--- src/rtl/core/thsp_pkg.sv ---
// ----------------------------------------------------------------------------
// thsp_pkg
// shared types and constants of the terrain height statistics parser
// ----------------------------------------------------------------------------
package thsp_pkg;

	// tile cap and the widths that follow from it
	localparam int MAX_TILES       = 64 * 64;
	localparam int TILE_STRIDE_DEF = 12;
	localparam int CNT_W           = $clog2(MAX_TILES + 1);
	localparam int SUM_W           = 9 + $clog2(MAX_TILES);
	localparam int DVD_W           = SUM_W + 8;
	localparam int AVG_W           = 16;

	localparam logic signed [7:0] HEIGHT_TOP = 8'sd127;
	localparam logic signed [7:0] HEIGHT_BOT = -8'sd128;

	// parse phase of the byte stream
	typedef enum logic [4:0] {
		PH_LEN  = 5'b00001,
		PH_NAME = 5'b00010,
		PH_OX   = 5'b00100,
		PH_OY   = 5'b01000,
		PH_TILE = 5'b10000
	} phase_t;

	typedef struct packed {
		logic [7:0] data_byte;
		logic       last_byte;
	} in_item_t;

	typedef struct packed {
		logic                    ok;
		logic [CNT_W-1:0]        tiles_counted;
		logic signed [7:0]       low_height;
		logic signed [7:0]       high_height;
		logic signed [AVG_W-1:0] height_avg_q8;
		logic [7:0]              name_length;
		logic [7:0]              origin_x;
		logic [7:0]              origin_y;
	} out_item_t;

	// controller to datapath
	typedef struct packed {
		logic take;
		logic div_start;
		logic load;
	} ctl_cmd_t;

	// datapath to controller
	typedef struct packed {
		logic res_ok;
		logic div_done;
	} ctl_sts_t;

endpackage

--- src/rtl/core/thsp_div.sv ---
// ----------------------------------------------------------------------------
// thsp_div
// signed by unsigned restoring divider, one quotient bit per cycle
// ----------------------------------------------------------------------------
module thsp_div (
	input  logic                               clk,
	input  logic                               arst_n,
	input  logic                               start,
	input  logic signed [thsp_pkg::DVD_W-1:0]  dividend,
	input  logic [thsp_pkg::CNT_W-1:0]         divisor,
	output logic                               done,
	output logic signed [thsp_pkg::AVG_W-1:0]  quotient
);
	import thsp_pkg::*;

	localparam int IDX_W = $clog2(DVD_W);

	logic             busy_q;
	logic             done_q;
	logic [IDX_W-1:0] idx_q;
	logic             neg_q;
	logic [CNT_W-1:0] den_q;
	logic [CNT_W-1:0] rem_q;
	logic [DVD_W-1:0] quo_q;
	logic [CNT_W:0]   trial;
	logic             fits;
	logic [DVD_W-1:0] signed_quo;

	// shift in the next dividend bit and try the subtract
	assign trial      = {rem_q, quo_q[DVD_W-1]};
	assign fits       = trial >= {1'b0, den_q};
	assign signed_quo = neg_q ? (~quo_q + DVD_W'(1)) : quo_q;

	always_ff @(posedge clk or negedge arst_n) begin
		if (!arst_n) begin
			busy_q <= 1'b0;
			done_q <= 1'b0;
			idx_q  <= '0;
		end else begin
			done_q <= 1'b0;
			if (start) begin
				busy_q <= 1'b1;
				idx_q  <= '0;
			end else if (busy_q) begin
				idx_q <= idx_q + IDX_W'(1);
				if (idx_q == IDX_W'(DVD_W - 1)) begin
					busy_q <= 1'b0;
					done_q <= 1'b1;
				end
			end
		end
	end

	always_ff @(posedge clk) begin
		if (start) begin
			neg_q <= dividend[DVD_W-1];
			den_q <= divisor;
			rem_q <= '0;
			quo_q <= dividend[DVD_W-1] ? DVD_W'(-dividend) : DVD_W'(dividend);
		end else if (busy_q) begin
			rem_q <= fits ? CNT_W'(trial - {1'b0, den_q}) : CNT_W'(trial);
			quo_q <= {quo_q[DVD_W-2:0], fits};
		end
	end

	assign done     = done_q;
	assign quotient = signed_quo[AVG_W-1:0];

endmodule

--- src/rtl/core/thsp_dp.sv ---
// ----------------------------------------------------------------------------
// thsp_dp
// byte parser, running height statistics, result staging and output register
// ----------------------------------------------------------------------------
module thsp_dp #(
	parameter int TILE_STRIDE = thsp_pkg::TILE_STRIDE_DEF
) (
	input  logic                clk,
	input  logic                arst_n,
	input  thsp_pkg::in_item_t  stream_item,
	input  thsp_pkg::ctl_cmd_t  cmd,
	output thsp_pkg::ctl_sts_t  sts,
	output thsp_pkg::out_item_t result_item
);
	import thsp_pkg::*;

	localparam int POS_W = (TILE_STRIDE > 1) ? $clog2(TILE_STRIDE) : 1;

	// parse state
	phase_t                  phase_q, phase_n;
	logic [7:0]              name_left_q, name_left_n;
	logic [7:0]              name_size_q, name_size_n;
	logic [7:0]              ox_q, ox_n;
	logic [7:0]              oy_q, oy_n;
	logic [POS_W-1:0]        pos_q, pos_n;
	logic signed [7:0]       pend_q, pend_n;
	logic [CNT_W-1:0]        tiles_q, tiles_n;
	logic signed [7:0]       min_q, min_n;
	logic signed [7:0]       max_q, max_n;
	logic signed [SUM_W-1:0] sum_q, sum_n;
	logic signed [7:0]       height;
	logic                    res_ok;

	// staged result while the divider runs
	logic                    stg_ok_q;
	logic [CNT_W-1:0]        stg_cnt_q;
	logic signed [7:0]       stg_min_q;
	logic signed [7:0]       stg_max_q;
	logic [7:0]              stg_len_q;
	logic [7:0]              stg_ox_q;
	logic [7:0]              stg_oy_q;
	out_item_t               result_q;

	logic                    div_done;
	logic signed [AVG_W-1:0] quotient;
	logic signed [DVD_W-1:0] dividend;

	always_comb begin
		phase_n     = phase_q;
		name_left_n = name_left_q;
		name_size_n = name_size_q;
		ox_n        = ox_q;
		oy_n        = oy_q;
		pos_n       = pos_q;
		pend_n      = pend_q;
		tiles_n     = tiles_q;
		min_n       = min_q;
		max_n       = max_q;
		sum_n       = sum_q;
		height      = (pos_q == '0) ? $signed(stream_item.data_byte) : pend_q;
		case (phase_q)
			PH_LEN: begin
				name_size_n = stream_item.data_byte;
				name_left_n = stream_item.data_byte;
				phase_n     = (stream_item.data_byte == 8'd0) ? PH_OX : PH_NAME;
			end
			PH_NAME: begin
				name_left_n = name_left_q - 8'd1;
				if (name_left_q == 8'd1)
					phase_n = PH_OX;
			end
			PH_OX: begin
				ox_n    = stream_item.data_byte;
				phase_n = PH_OY;
			end
			PH_OY: begin
				oy_n    = stream_item.data_byte;
				phase_n = PH_TILE;
				pos_n   = '0;
			end
			PH_TILE: begin
				if (tiles_q < CNT_W'(MAX_TILES)) begin
					if (pos_q == '0)
						pend_n = $signed(stream_item.data_byte);
					if (pos_q == POS_W'(TILE_STRIDE - 1)) begin
						pos_n   = '0;
						tiles_n = tiles_q + CNT_W'(1);
						if (height < min_q)
							min_n = height;
						if (height > max_q)
							max_n = height;
						sum_n = sum_q + SUM_W'(height);
					end else begin
						pos_n = pos_q + POS_W'(1);
					end
				end
			end
			default: phase_n = PH_LEN;
		endcase
	end

	// outcome of the buffer if this byte is its last
	assign res_ok   = (phase_n == PH_TILE) && (tiles_n != '0);
	assign dividend = {sum_n, 8'h00};

	always_ff @(posedge clk or negedge arst_n) begin
		if (!arst_n) begin
			phase_q     <= PH_LEN;
			name_left_q <= '0;
			name_size_q <= '0;
			ox_q        <= '0;
			oy_q        <= '0;
			pos_q       <= '0;
			pend_q      <= '0;
			tiles_q     <= '0;
			min_q       <= HEIGHT_TOP;
			max_q       <= HEIGHT_BOT;
			sum_q       <= '0;
		end else if (cmd.take) begin
			if (stream_item.last_byte) begin
				phase_q     <= PH_LEN;
				name_left_q <= '0;
				name_size_q <= '0;
				ox_q        <= '0;
				oy_q        <= '0;
				pos_q       <= '0;
				pend_q      <= '0;
				tiles_q     <= '0;
				min_q       <= HEIGHT_TOP;
				max_q       <= HEIGHT_BOT;
				sum_q       <= '0;
			end else begin
				phase_q     <= phase_n;
				name_left_q <= name_left_n;
				name_size_q <= name_size_n;
				ox_q        <= ox_n;
				oy_q        <= oy_n;
				pos_q       <= pos_n;
				pend_q      <= pend_n;
				tiles_q     <= tiles_n;
				min_q       <= min_n;
				max_q       <= max_n;
				sum_q       <= sum_n;
			end
		end
	end

	always_ff @(posedge clk) begin
		if (cmd.take && stream_item.last_byte) begin
			stg_ok_q  <= res_ok;
			stg_cnt_q <= tiles_n;
			stg_min_q <= min_n;
			stg_max_q <= max_n;
			stg_len_q <= name_size_n;
			stg_ox_q  <= ox_n;
			stg_oy_q  <= oy_n;
		end
		if (cmd.load) begin
			if (stg_ok_q) begin
				result_q.ok            <= 1'b1;
				result_q.tiles_counted <= stg_cnt_q;
				result_q.low_height    <= stg_min_q;
				result_q.high_height   <= stg_max_q;
				result_q.height_avg_q8 <= quotient;
				result_q.name_length   <= stg_len_q;
				result_q.origin_x      <= stg_ox_q;
				result_q.origin_y      <= stg_oy_q;
			end else begin
				result_q <= '0;
			end
		end
	end

	thsp_div u_div (
		.clk      (clk),
		.arst_n   (arst_n),
		.start    (cmd.div_start),
		.dividend (dividend),
		.divisor  (tiles_n),
		.done     (div_done),
		.quotient (quotient)
	);

	assign sts.res_ok   = res_ok;
	assign sts.div_done = div_done;
	assign result_item  = result_q;

endmodule

--- src/rtl/core/thsp_ctrl.sv ---
// ----------------------------------------------------------------------------
// thsp_ctrl
// sequencing of byte intake, average division and result hand-off
// ----------------------------------------------------------------------------
module thsp_ctrl (
	input  logic               clk,
	input  logic               arst_n,
	input  logic               stream_valid,
	input  logic               stream_last,
	output logic               stream_ready,
	output logic               result_valid,
	input  logic               result_ready,
	input  thsp_pkg::ctl_sts_t sts,
	output thsp_pkg::ctl_cmd_t cmd
);
	import thsp_pkg::*;

	typedef enum logic [2:0] {
		ST_RUN  = 3'b001,
		ST_DIV  = 3'b010,
		ST_LOAD = 3'b100
	} ctl_state_t;

	ctl_state_t state_q, state_n;
	logic       valid_q;
	logic       out_free;

	assign out_free      = !valid_q || result_ready;
	assign stream_ready  = (state_q == ST_RUN);
	assign cmd.take      = stream_ready && stream_valid;
	assign cmd.div_start = cmd.take && stream_last && sts.res_ok;
	assign cmd.load      = (state_q == ST_LOAD) && out_free;

	always_comb begin
		state_n = state_q;
		case (state_q)
			ST_RUN: begin
				if (cmd.take && stream_last)
					state_n = sts.res_ok ? ST_DIV : ST_LOAD;
			end
			ST_DIV: begin
				if (sts.div_done)
					state_n = ST_LOAD;
			end
			ST_LOAD: begin
				if (out_free)
					state_n = ST_RUN;
			end
			default: state_n = ST_RUN;
		endcase
	end

	always_ff @(posedge clk or negedge arst_n) begin
		if (!arst_n) begin
			state_q <= ST_RUN;
			valid_q <= 1'b0;
		end else begin
			state_q <= state_n;
			if (cmd.load)
				valid_q <= 1'b1;
			else if (result_ready)
				valid_q <= 1'b0;
		end
	end

	assign result_valid = valid_q;

endmodule

--- src/rtl/core/terrain_height_stats_parser_top.sv ---
// ----------------------------------------------------------------------------
// terrain_height_stats_parser_top
// streams a terrain file byte by byte and reports tile height statistics
// ----------------------------------------------------------------------------
// The block takes one byte item per clock while it is parsing: a length byte,
// that many name bytes, an x and a y offset byte, then tiles of TILE_STRIDE
// bytes whose first byte is a signed height. Up to MAX_TILES whole tiles are
// counted; further bytes are swallowed. The item flagged last_byte closes the
// buffer and yields exactly one result item. A failed buffer (header cut short
// or no whole tile) gives ok = 0 with every other field zero, via the load
// state. A good buffer runs a bit-serial divider for the Q8 average, one
// quotient bit per cycle over the 29-bit scaled sum, so stream_ready is low
// from its last byte until the result is loaded. The result sits in an output
// register; once the next buffer starts, bytes flow again even if the earlier
// result has not yet been taken, and a new result only waits for that one.
// ----------------------------------------------------------------------------
module terrain_height_stats_parser_top #(
	parameter int TILE_STRIDE = thsp_pkg::TILE_STRIDE_DEF
) (
	input  logic                clk,
	input  logic                arst_n,
	// byte stream
	input  logic                stream_valid,
	output logic                stream_ready,
	input  thsp_pkg::in_item_t  stream_item,
	// result channel
	output logic                result_valid,
	input  logic                result_ready,
	output thsp_pkg::out_item_t result_item
);
	import thsp_pkg::*;

	// command and status between sequencer and datapath
	ctl_cmd_t cmd;
	ctl_sts_t sts;

	// sequencer: intake, divide wait, result hand-off
	thsp_ctrl u_ctrl (
		.clk          (clk),
		.arst_n       (arst_n),
		.stream_valid (stream_valid),
		.stream_last  (stream_item.last_byte),
		.stream_ready (stream_ready),
		.result_valid (result_valid),
		.result_ready (result_ready),
		.sts          (sts),
		.cmd          (cmd)
	);

	// parser, statistics, divider and output register
	thsp_dp #(
		.TILE_STRIDE (TILE_STRIDE)
	) u_dp (
		.clk         (clk),
		.arst_n      (arst_n),
		.stream_item (stream_item),
		.cmd         (cmd),
		.sts         (sts),
		.result_item (result_item)
	);

endmodule
--- config.mk ---
export PLATFORM = sky130hd
export DESIGN_NAME = terrain_height_stats_parser_top
export DESIGN_NICKNAME = d
export VERILOG_FILES = /design/src/rtl/core/thsp_pkg.sv /design/src/rtl/core/thsp_div.sv /design/src/rtl/core/thsp_dp.sv /design/src/rtl/core/thsp_ctrl.sv /design/src/rtl/core/terrain_height_stats_parser_top.sv
export SDC_FILE = /design/constraint.sdc
export NUM_CORES = 1
export LEC_CHECK = 0
export BUFFER_PORTS_ARGS = -buffer_cell sky130_fd_sc_hd__clkbuf_2
export CORE_MARGIN = 10
export CORE_UTILIZATION = 45
export CTS_CLUSTER_SIZE = 25
export DETAILED_ROUTE_END_ITERATION = 12
export MAX_ROUTING_LAYER = met4
export PLACE_DENSITY_LB_ADDON = 0.3
export SYNTH_ARGS = -nofsm -noshare
export SYNTH_HDL_FRONTEND = slang
export SYNTH_SLANG_ARGS = --single-unit
--- constraint.sdc ---
create_clock -name clk -period 4.19 [get_ports clk]
set_input_delay 1.257 -clock clk [delete_from_list [all_inputs] [get_ports clk]]
set_output_delay 1.257 -clock clk [all_outputs]
set_load 0.01 [all_outputs]
==> results by group, run 1 <==
Status
  – Outcome: finished clean

Floorplanning
  – Starting Density: 45.8%
  – Num rows: 66
  – Top-Level Pins: 85
  – Area of the core: 32800 sq um
  – Die height: 203 um
  – Full die area: 41100 sq um
  – Die Width: 203 um

Worst setup path
  – Worst EP arrival: 4.45 ns
  – Setup crit end kind: flop
  – CP max FO: 4
  – Startpoint Class: flop
  – Crit Path Category: flop to flop
  – Worst Path Required: 4.48 ns

Route
  – Initial DRC Count: 835
  – DRT Pass-1 Iters: 5
  – Routed len/inst: 17.7 um
  – Wirelength, routed: 35700 um
  – Final ANT Viol Nets: 0
  – Vias: 11000
  – Via density: 5.46
  – Post-route DRC: 0

Place
  – Number of I/O port buffers: 84
  – DP HPWL: 25200 um
  – GPL Wtd Cong: 0.921

STA
  – Max Clock Freq: 241 MHz
  – Crit path time final: 4.16 ns
  – Slew Limit Fails: 0
  – Final hold vios: 0
  – RSZ-0062 raised after global routing: true
  – Final Skew: 0.0229 ns
  – Fin Hold WS: 0.480 ns
  – Slew @ Worst Pin: 0.997 ns
  – Final setup vio count: 0
  – Relative slew slack: 33.5%
  – Final worst-path cycle share: 99.2%

Clock tree
  – Clk root buf: clkbuf_16
  – Clock tree from TritonCTS: built
  – Num CTS Buffers: 31
  – Clock tree buffer depth: 3
  – Worst skew pair latency: 0.58 ns
  – Clock-pin slew on the worst setup and hold paths: 0.07 ns
  – H-tree depth: 1
  – Clk sinks: 290
  – Hold buffer count at cts: 0

Logic synthesis
  – Syn nets: 1436
  – Post-synth top area share: 33.4%
  – YS warnings: 0
  – FFs w/ async S/R, synth: 37.9%
  – Synth top area cells: edfxtp_1 33%, dfrtp_1 17%, ha_1 4.7%, nand2_1 3.2%, and2_1 3.2%
  – Number of library cell types mapped by synthesis: 96
  – Synthesis-stage register bit count: 290
  – Compound-Gate Fraction of Synth Area: 16.0%
  – Sequential area share after synthesis: 53.5%
  – Synth Instances: 1364
  – Main synth FF type: edfxtp_1
  – Number of enable flip-flop cells after synthesis: 167
  – XOR/XNOR Fraction of Synth Area: 4.09%
  – Syn Area/Cell: 11.0 sq um
  – Post-synthesis mux area share: 3.01%
  – Largest family of logic cells by synthesized area: compound AO/OA/AOI/OAI gates
  – Adder-cell share of the synthesized area: 5.01%
  – Mapped cell area: 15000 sq um
  – Yosys top cell by area: edfxtp_1
  – Post-Synth Simple-Gate Area: 14.6%

Job
  – Max-cap violations: 0

Power and ir drop
  – Lkg Pwr: 7.57 nW
  – Pwr Total: 7.27 mW
  – Peak VDD IR: 0.274 mV
  – PwrDens: 403 nW/um^2

GRT
  – Initial antenna violation count: 0
  – Tot GR Track Use: 17.7%
  – Vias in the first global route: 11000
  – First-pass GRT wire length: 58700 um
  – Largest net degree at the start of global routing: 58
  – Grt ovf: 0

Min path
  – Hold Path Class: flop to flop

Finish
  – Area grow syn2layout: 20.0%
  – Layout cells sized above 1: 24.6%
  – N_diodes: 0
  – Layout Nets: 1627
  – Final Util: 55.0%
registers in the layout, indices dropped and copies added, names as in the netlist, 13 cells and up:
register          cells
u_dp.result_item     70
u_dp.u_div.quo_q     29
u_dp.sum_q           21
u_dp.stg_cnt_q       13
u_dp.tiles_q         13
u_dp.u_div.den_q     13
u_dp.u_div.rem_q     13
cell families (layout without fill, tap and decap cells):
kind of cell	Yosys count	count (layout)
and+or+nand+nor	423	423
muxes	41	41
DFF	290	290
xor gates and xnor gates	68	68
adders and majority gates	59	59
AOI/OAI and AO/OA	357	357
buffers and inverters	126	342
power breakdown:
part / internal (mW) / switching (mW)
Combinational: 0.467 / 0.686
Clock: 1.54 / 1.18
Sequential: 3.25 / 0.158
placed cells by master, fill, tap and decap left out, drive strengths merged, types with 6 or more instances in the layout:
master	count
a211oi	9
a21o	19
a21oi	79
a22o	42
a2bb2oi	6
a31oi	16
and2	77
and3	13
buf	139
clkbuf	119
clkinv	10
clkinvlp	6
dfrtp	100
dfstp	10
dfxtp	13
edfxtp	167
ha	57
inv	66
mux2	17
mux2i	24
nand2	132
nand2b	6
nand3	17
nand3b	8
nand4	19
nor2	78
nor2b	10
nor3	31
nor3b	6
nor4	6
o21a	11
o21ai	108
o22ai	7
o31ai	16
or2	6
or3	6
xnor2	45
xor2	23
final timing paths:
kind	from	endpoint	slack (ns)	depth (start not counted)
setup / recovery	u_dp.pos_q[1]	u_dp.u_div.quo_q[27]	0.03	18
hold / removal	u_dp.u_div.done	u_ctrl.state_q[1]	0.48	1
setup reg to reg	u_dp.pos_q[1]	u_dp.u_div.quo_q[27]	0.03	18
hold reg to reg	u_dp.u_div.done	u_ctrl.state_q[1]	0.48	1
max in group asynchronous	arst_n	u_dp.phase_q[0]	2.69	2
min in group asynchronous	arst_n	u_dp.u_div.idx_q[0]	0.65	1
through the flow:
| step | setup TNS (ns) | instances | instance area, sq um | worst slack (ns) |
|---|---|---|---|---|
| final | 0 | 2022 | 18000 | 0.0333 |
| after global routing | -1.35 | 2022 | 18000 | -0.198 |
| after global placement | -5.28 | 1959 | 16800 | -0.396 |
| after detailed placement | -6.49 | 1959 | 16800 | -0.484 |
| after CTS | -0.0254 | 2018 | 17800 | -0.0254 |
| after floorplan | -3.40 | 1364 | 15100 | -0.122 |
synthesized netlist by cell type (7+ instances only):
| cell type | instances |
|---|---|
| o22ai_1 | 7 |
| nor2b_1 | 8 |
| dfrtp_1 | 100 |
| o21ai_1 | 18 |
| mux2_2 | 17 |
| a31oi_1 | 13 |
| ha_1 | 57 |
| o31ai_1 | 14 |
| and2_1 | 77 |
| nand2_1 | 130 |
| nor2_1 | 73 |
| nor3_1 | 28 |
| and3_1 | 13 |
| inv_1 | 60 |
| dfstp_2 | 10 |
| o21ai_0 | 87 |
| o21a_1 | 11 |
| clkbuf_1 | 43 |
| xor2_1 | 22 |
| dfxtp_1 | 13 |
| a21o_1 | 19 |
| mux2i_1 | 21 |
| nand4_1 | 18 |
| a22o_1 | 42 |
| a211oi_1 | 8 |
| nand3_1 | 17 |
| xnor2_1 | 45 |
| edfxtp_1 | 167 |
| a21oi_1 | 77 |
| nand3b_1 | 7 |
area by class of cell:
cell class / count / area, sq um
clock inverter: 22 / 208
sequential: 290 / 8040
clock buffer: 36 / 815
timing repair buffer: 222 / 1510
inverter: 62 / 233
multi-input combinational: 948 / 6680
tap: 442 / 553
fill: 2785 / 14700
routing by layer:
layer  share of wire (%)  global-route usage (%)
met1                  46                    23.5
met2                  48                    28.3
met3                 4.8                    2.32
met4                 1.9                    4.32
met5                   0                       -
worst max-delay path, stage by stage (launching register included):
cell and delay [ns]:
dfrtp_1 0.39, inv_2 0.08, ha_4 0.14, nor3b_4 0.23
buf_4 0.20, mux2i_1 0.25, inv_1 0.13, ha_1 0.33
o211ai_2 0.09, a21bo_1 0.25, a2111o_1 0.42, buf_4 0.15
a21boi_1 0.14, o31ai_2 0.09, nand3b_4 0.21, nor4_4 0.39
a21oi_2 0.11, xor2_1 0.18, o21ai_1 0.07
repair_timing:
item / in CTS / in global routing
resized for setup: 8 / 34
setup endpoints to repair: 6 / 24
gates cloned: 1 / 0
buffers inserted: 0 / 4
pin swaps: 3 / 15
(Power assumes the default switching activity.)
==> run 2, diff against run 1 <==
--- a/config.mk
+++ b/config.mk
@@ -7,7 +7,7 @@
 export LEC_CHECK = 0
 export BUFFER_PORTS_ARGS = -buffer_cell sky130_fd_sc_hd__clkbuf_2
 export CORE_MARGIN = 10
-export CORE_UTILIZATION = 45
+export CORE_UTILIZATION = 40
 export CTS_CLUSTER_SIZE = 25
 export DETAILED_ROUTE_END_ITERATION = 12
 export MAX_ROUTING_LAYER = met4
==> constraint.sdc (replaced) <==
create_clock -name clk -period 4.19 [get_ports clk]
set_input_delay 1.257 -clock clk [delete_from_list [all_inputs] [get_ports clk]]
set_output_delay 1.257 -clock clk [all_outputs]
set_load 0.05 [all_outputs]
==> results by group, run 2 (synthesis results as in run 1) <==
STA
  – Final worst-path cycle share: 99.2% (about the same)
  – Max Clock Freq: 241 MHz (about the same)
  – Slew @ Worst Pin: 1.04 ns (+0.0404 ns)
  – Crit path time final: 4.16 ns (+0.000296 ns)
  – TNS Setup: 0 ns (unchanged)
  – RSZ-0062 raised after global routing: true
  – Final Skew: 0.0330 ns (+0.0101 ns)
  – Final setup vio count: 0 (unchanged)
  – Slew Limit Fails: 0 (unchanged)
  – Final worst setup slack: 0.0330 ns (-0.000296 ns)
  – Final hold vios: 0 (unchanged)
  – Relative slew slack: 30.8% (-2.7 points)

Finish
  – Layout cells sized above 1: 26.1% (+1.6 points)
  – N_diodes: 0 (unchanged)
  – Most common cell after layout, fill and taps aside: edfxtp_1
  – Seq. cell area: 8040 sq um (unchanged)
  – Multi-input logic area: 6830 sq um (+2.3%)
  – Fillers: 3254 (+17%)
  – Layout Nets: 1632 (+0.31%)
  – Most frequent cells in the layout: 167 x edfxtp_1, 135 x buf_4, 128 x nand2_1
  – Max FFs per register: 70 (unchanged)
  – Non-Filler Instances: 2089 (+3.3%)
  – Area grow syn2layout: 22.4%

Place
  – DP HPWL: 25700 um (+1.8%)
  – Number of I/O port buffers: 84 (unchanged)
  – GPL Wtd Cong: 0.901 (-2.2%)
  – Pre-CTS WS: -0.432 ns (+0.0519 ns)
  – Placed instance count: 2019 (+3.1%)

Worst setup path
  – CP max stage cell: a2111o_1
  – CP Cell Sequence: inv_2 > ha_4 > nor3b_4 > buf_6 > mux2i_1 > inv_1 > ha_4 > and3_1 > a22oi_2 > a2111o_1 > a21boi_2 > o31ai_2 > nand3b_4 > nor4_4 > buf_4 > a21oi_2 > xor2_1 > o21ai_1
  – Startpoint Class: flop
  – Delay-heaviest family, CP: compound AO/OA/AOI/OAI gates
  – CP max FO: 5 (+1)
  – Buf/Inv on CP: 4 (unchanged)
  – Worst Path Required: 4.45 ns (-0.03 ns)
  – Setup crit end kind: flop
  – Crit Path Category: flop to flop
  – Max incr delay on CP: 0.55 ns (+0.13 ns)
  – Worst EP arrival: 4.42 ns (-0.03 ns)
  – Most used cell, CP: ha_4

Status
  – Outcome: finished clean

Clock tree
  – Num CTS Buffers: 34 (+9.7%)
  – Clock tree from TritonCTS: built
  – Clock-pin slew on the worst setup and hold paths: 0.06 ns (about the same)
  – Clock tree buffer depth: 3 (unchanged)
  – Clk sinks: 290 (unchanged)
  – H-tree depth: 2 (+1)
  – Worst skew pair latency: 0.54 ns (-0.04 ns)
  – Clk root buf: clkbuf_16

Route
  – Routed len/inst: 17.6 um (-0.51%)
  – Via density: 5.32 (-2.6%)
  – DRT Pass-1 Iters: 5 (unchanged)
  – Initial DRC Count: 942 (+13%)
  – Final ANT Viol Nets: 0 (unchanged)
  – Wirelength, routed: 36700 um (+2.8%)
  – Post-route DRC: 0 (unchanged)
  – Vias: 11100 (+0.62%)

Job
  – Max-cap violations: 0 (unchanged)

Floorplanning
  – Num rows: 70 (+6.1%)
  – Die Width: 214 um (+5.5%)
  – Top-Level Pins: 85 (unchanged)
  – Starting Density: 40.8% (-5.1 points)
  – Full die area: 45700 sq um (+11%)
  – Area of the core: 36900 sq um (+12%)
  – Die height: 214 um (+5.5%)

GRT
  – First-pass GRT wire length: 58100 um (-1.0%)
  – Vias in the first global route: 10700 (-2.8%)
  – Tot GR Track Use: 16.3% (-1.4 points)
  – Grt ovf: 0 (unchanged)
  – Largest net degree at the start of global routing: 56 (-3.4%)
  – Initial antenna violation count: 1 (+1)

Power and ir drop
  – Lkg Pwr: 7.66 nW (+1.1%)
  – Peak VDD IR: 0.277 mV (+1.0%)
  – PwrDens: 412 nW/um^2 (+2.2%)

Min path
  – Hold Path Class: flop to flop
run 2: changes by cell type in the layout (fill, tap and decap cells not counted), moves of 4 or more:
cell,previous run,this run
a21oi_2,5,11
clkinvlp_4,6,1
o21ai_2,1,5
nor2_4,1,5
a21oi_1,74,67
run 2: worst reg2reg max path, stage by stage, from the launching register on:
cell      delay [ns]
dfrtp_1         0.39
inv_2           0.09
ha_4            0.14
nor3b_4         0.24
buf_6           0.21
mux2i_1         0.25
inv_1           0.15
ha_4            0.31
and3_1          0.19
a22oi_2         0.13
a2111o_1        0.55
a21boi_2        0.17
o31ai_2         0.09
nand3b_4        0.20
nor4_4          0.32
buf_4           0.18
a21oi_2         0.05
xor2_1          0.14
o21ai_1         0.07
run 2: final cells by class:
| cell class | count | area share [%] |
|---|---|---|
| Clock buffer | 44 | 5.10 |
| Clock inverter | 17 | 1.07 |
| Inverter | 62 | 1.30 |
| Multi-Input combinational cell | 948 | 37.1 |
| Sequential cell | 290 | 43.7 |
| Tap cell | 504 | 3.43 |
| Timing Repair Buffer | 224 | 8.27 |
run 2: power by group:
group	internal, mW	total [mW]	switching [mW]	leakage (nW)
combinational	0.470	1.19	0.720	4.02
sequential	3.25	3.41	0.160	3.08
clock	1.79	2.99	1.20	0.563
run 2: per-stage QoR:
| step | hold WS (ns) | area [sq um] | power [mW] | utilization, % |
|---|---|---|---|---|
| after global placement | 0.463 | 16800 | 4.59 | 45.6 |
| after global routing | 0.500 | 18400 | 7.95 | 49.9 |
| after CTS | 0.471 | 18000 | 7.64 | 48.8 |
| final | 0.471 | 18400 | 7.59 | 49.9 |
| after floorplan | 0.432 | 15100 | 4.27 | - |
| after detailed placement | 0.458 | 16800 | 4.63 | 45.6 |
run 2: what timing repair did:
item	4_1_cts	5_1_grt
setup endpoints to repair	9	21
gates cloned	1	0
gates resized for setup	9	67
pin swaps	1	21
setup buffers	0	8
hold buffers	0	0
hold endpoints to repair	0	0
run 2: path summary, 6_finish.rpt:
path                       slack, ns                   end  cells after the start            start
min in group asynchronous       0.77   u_dp.u_div.idx_q[3]                      1           arst_n
max in group asynchronous       2.52         u_dp.max_q[7]                      2           arst_n
hold reg to reg                 0.47     u_ctrl.state_q[1]                      1  u_dp.u_div.done
hold / removal                  0.47     u_ctrl.state_q[1]                      1  u_dp.u_div.done
setup / recovery                0.03  u_dp.u_div.quo_q[27]                     18    u_dp.pos_q[0]
setup reg to reg                0.03  u_dp.u_div.quo_q[27]                     18    u_dp.pos_q[0]
run 2: routing by layer:
layer  global-route usage [%]  wire length [um]
met1                     21.3             16700
met2                     26.0             17500
met3                     2.35              1800
met4                     4.40               675
met5                        -                 0
==> run 3, diff against run 2 <==
--- a/config.mk
+++ b/config.mk
@@ -11,7 +11,7 @@
 export CTS_CLUSTER_SIZE = 25
 export DETAILED_ROUTE_END_ITERATION = 12
 export MAX_ROUTING_LAYER = met4
-export PLACE_DENSITY_LB_ADDON = 0.3
+export PLACE_DENSITY = 0.64
 export SYNTH_ARGS = -nofsm -noshare
 export SYNTH_HDL_FRONTEND = slang
 export SYNTH_SLANG_ARGS = --single-unit
==> results by group, run 3 (synthesis results as in run 1) <==
Status
  – Outcome: complete, but fails checks
  – Violated checks: setup timing

Route
  – DRT Pass-1 Iters: 5 (unchanged)
  – Wirelength, routed: 36500 um (-0.48%)
  – Via density: 5.31 (-0.16%)
  – Vias: 11100 (+0.17%)
  – Final ANT Viol Nets: 0 (unchanged)
  – Initial DRC Count: 734 (-22%)
  – Routed len/inst: 17.4 um (-0.81%)
  – Post-route DRC: 0 (unchanged)

Worst setup path
  – Delay-heaviest family, CP: compound AO/OA/AOI/OAI gates
  – CP max FO: 5 (unchanged)
  – Startpoint Class: flop
  – Worst EP arrival: 4.47 ns (+0.05 ns)
  – CP Cell Sequence: inv_2 > ha_4 > nor3b_4 > buf_6 > mux2i_1 > buf_4 > clkinvlp_4 > fa_2 > a211oi_4 > o21ai_4 > a21boi_2 > o221ai_2 > xor2_1 > mux2_4 > nor4_4 > buf_4 > a21oi_2 > xor2_1 > o21ai_1
  – Setup crit end kind: flop
  – Buf/Inv on CP: 5 (+1)
  – CP max stage cell: dfrtp_1
  – Worst Path Required: 4.45 ns (about the same)
  – Launch point of the worst reg-to-reg path: u_dp.pos_q[0]
  – CP startpoint: u_dp.pos_q[0]
  – Crit Path Category: flop to flop
  – Max incr delay on CP: 0.40 ns (-0.15 ns)

Power and ir drop
  – Peak VDD IR: 0.229 mV (-18%)
  – Pwr Total: 7.44 mW (-2.0%)
  – Lkg Pwr: 7.63 nW (-0.35%)
  – PwrDens: 406 nW/um^2 (-1.4%)

GRT
  – First-pass GRT wire length: 58800 um (+1.1%)
  – Grt ovf: 0 (unchanged)
  – Initial antenna violation count: 1 (unchanged)
  – Vias in the first global route: 10800 (+1.7%)
  – Largest net degree at the start of global routing: 67 (+20%)
  – Tot GR Track Use: 16.5% (+0.20 points)

STA
  – RSZ-0062 raised after global routing: true
  – Relative slew slack: 39.6% (+8.7 points)
  – Slew Limit Fails: 0 (unchanged)
  – Final hold vios: 0 (unchanged)
  – TNS Setup: -0.0220 ns (-0.0220 ns)
  – Final worst setup slack: -0.0209 ns (-0.0539 ns)
  – Final setup vio count: 2 (+2)
  – Final Skew: 0.0201 ns (-0.0129 ns)
  – Max Clock Freq: 237 MHz (-1.3%)
  – Slew @ Worst Pin: 0.906 ns (-0.131 ns)
  – Crit path time final: 4.21 ns (+0.0539 ns)
  – Final worst-path cycle share: 100% (+1.3 points)
  – Fin Hold WS: 0.478 ns (+0.00701 ns)

Finish
  – N_diodes: 0 (unchanged)
  – Max FFs per register: 70 (unchanged)
  – Final instance area: 18300 sq um (-0.54%)
  – Most common cell after layout, fill and taps aside: edfxtp_1
  – Fillers: 3270 (+0.49%)
  – Final Util: 49.6% (-0.27 points)
  – Multi-input logic area: 6750 sq um (-1.2%)
  – Layout Nets: 1638 (+0.37%)
  – Non-Filler Instances: 2096 (+0.34%)
  – Layout cells sized above 1: 25.5% (-0.62 points)
  – Area grow syn2layout: 21.8%
  – Seq. cell area: 8040 sq um (unchanged)
  – Most frequent cells in the layout: 167 x edfxtp_1, 141 x buf_4, 129 x nand2_1

Clock tree
  – H-tree depth: 2 (unchanged)
  – Clk root buf: clkbuf_16
  – Clock tree buffer depth: 3 (unchanged)
  – Clock-pin slew on the worst setup and hold paths: 0.06 ns (about the same)
  – Num CTS Buffers: 34 (unchanged)
  – Clk sinks: 290 (unchanged)
  – Clock tree from TritonCTS: built
  – Worst skew pair latency: 0.53 ns (about the same)

Min path
  – Hold Path Class: flop to flop
  – Hold Startpoint: u_dp.max_q[2]

Floorplanning
  – Top-Level Pins: 85 (unchanged)
  – Starting Density: 40.8% (unchanged)
  – Die Width: 214 um (unchanged)
  – Area of the core: 36900 sq um (unchanged)
  – Full die area: 45700 sq um (unchanged)
  – Num rows: 70 (unchanged)
  – Die height: 214 um (unchanged)

Place
  – Placed instance count: 2017 (-0.099%)
  – Pre-CTS WS: -0.424 ns (+0.00783 ns)
  – Number of I/O port buffers: 84 (unchanged)
  – DP HPWL: 25500 um (-0.65%)
  – GPL Wtd Cong: 0.891 (-1.0%)
  – Placed Area: 16800 sq um (about the same)

Job
  – Max-cap violations: 0 (unchanged)
==> run 3: power breakdown <==
group | total, mW | internal [mW] | switching [mW]
combinational | 1.17 | 0.469 | 0.706
clock | 2.85 | 1.64 | 1.21
sequential | 3.41 | 3.25 | 0.161
total | 7.44 | 5.36 | 2.07
==> run 3: worst register-to-register path: cells and delay by family, from the launching register on <==
kind	cells	cell delay, ns
compound gates	6	0.97
buf+inv	5	0.73
fa+ha+maj	2	0.54
mux	2	0.51
simple gates	2	0.44
flops	1	0.40
xor+xnor	2	0.35
==> run 3: area by class of cell <==
type	instances	share of cell area (%)
clock buffers	43	5.06
clock inverters	19	0.800
inverters	62	1.31
multi-input cells	948	36.9
flip-flops and latches	290	43.9
well taps	504	3.45
repair buffers	230	8.57
==> run 3: timing repair <==
| item | in CTS | in global routing |
|---|---|---|
| gates cloned | 1 | 0 |
| setup endpoints to repair | 9 | 20 |
| pin swaps | 17 | 17 |
| gates resized for setup | 28 | 27 |
| hold buffers | 0 | 0 |
| buffers inserted | 5 | 11 |
==> run 3: path summary, 6_finish.rpt <==
path	to	slack, ns	cells past startpoint
max	u_dp.u_div.quo_q[27]	-0.02	19
min	u_dp.max_q[2]	0.48	1
max reg2reg	u_dp.u_div.quo_q[27]	-0.02	19
min reg2reg	u_dp.max_q[2]	0.48	1
max in group asynchronous	u_dp.min_q[4]	2.78	2
min in group asynchronous	u_dp.pos_q[3]	0.65	1
==> run 3: layer usage <==
layer | vias up | part of all wire [%] | GRT usage, %
met2 | 212 | 48 | 26.0
li1 | 5379 | - | -
met3 | 47 | 4.7 | 2.95
met5 | - | 0 | -
met4 | 0 | 2.2 | 4.96
met1 | 5495 | 46 | 21.3
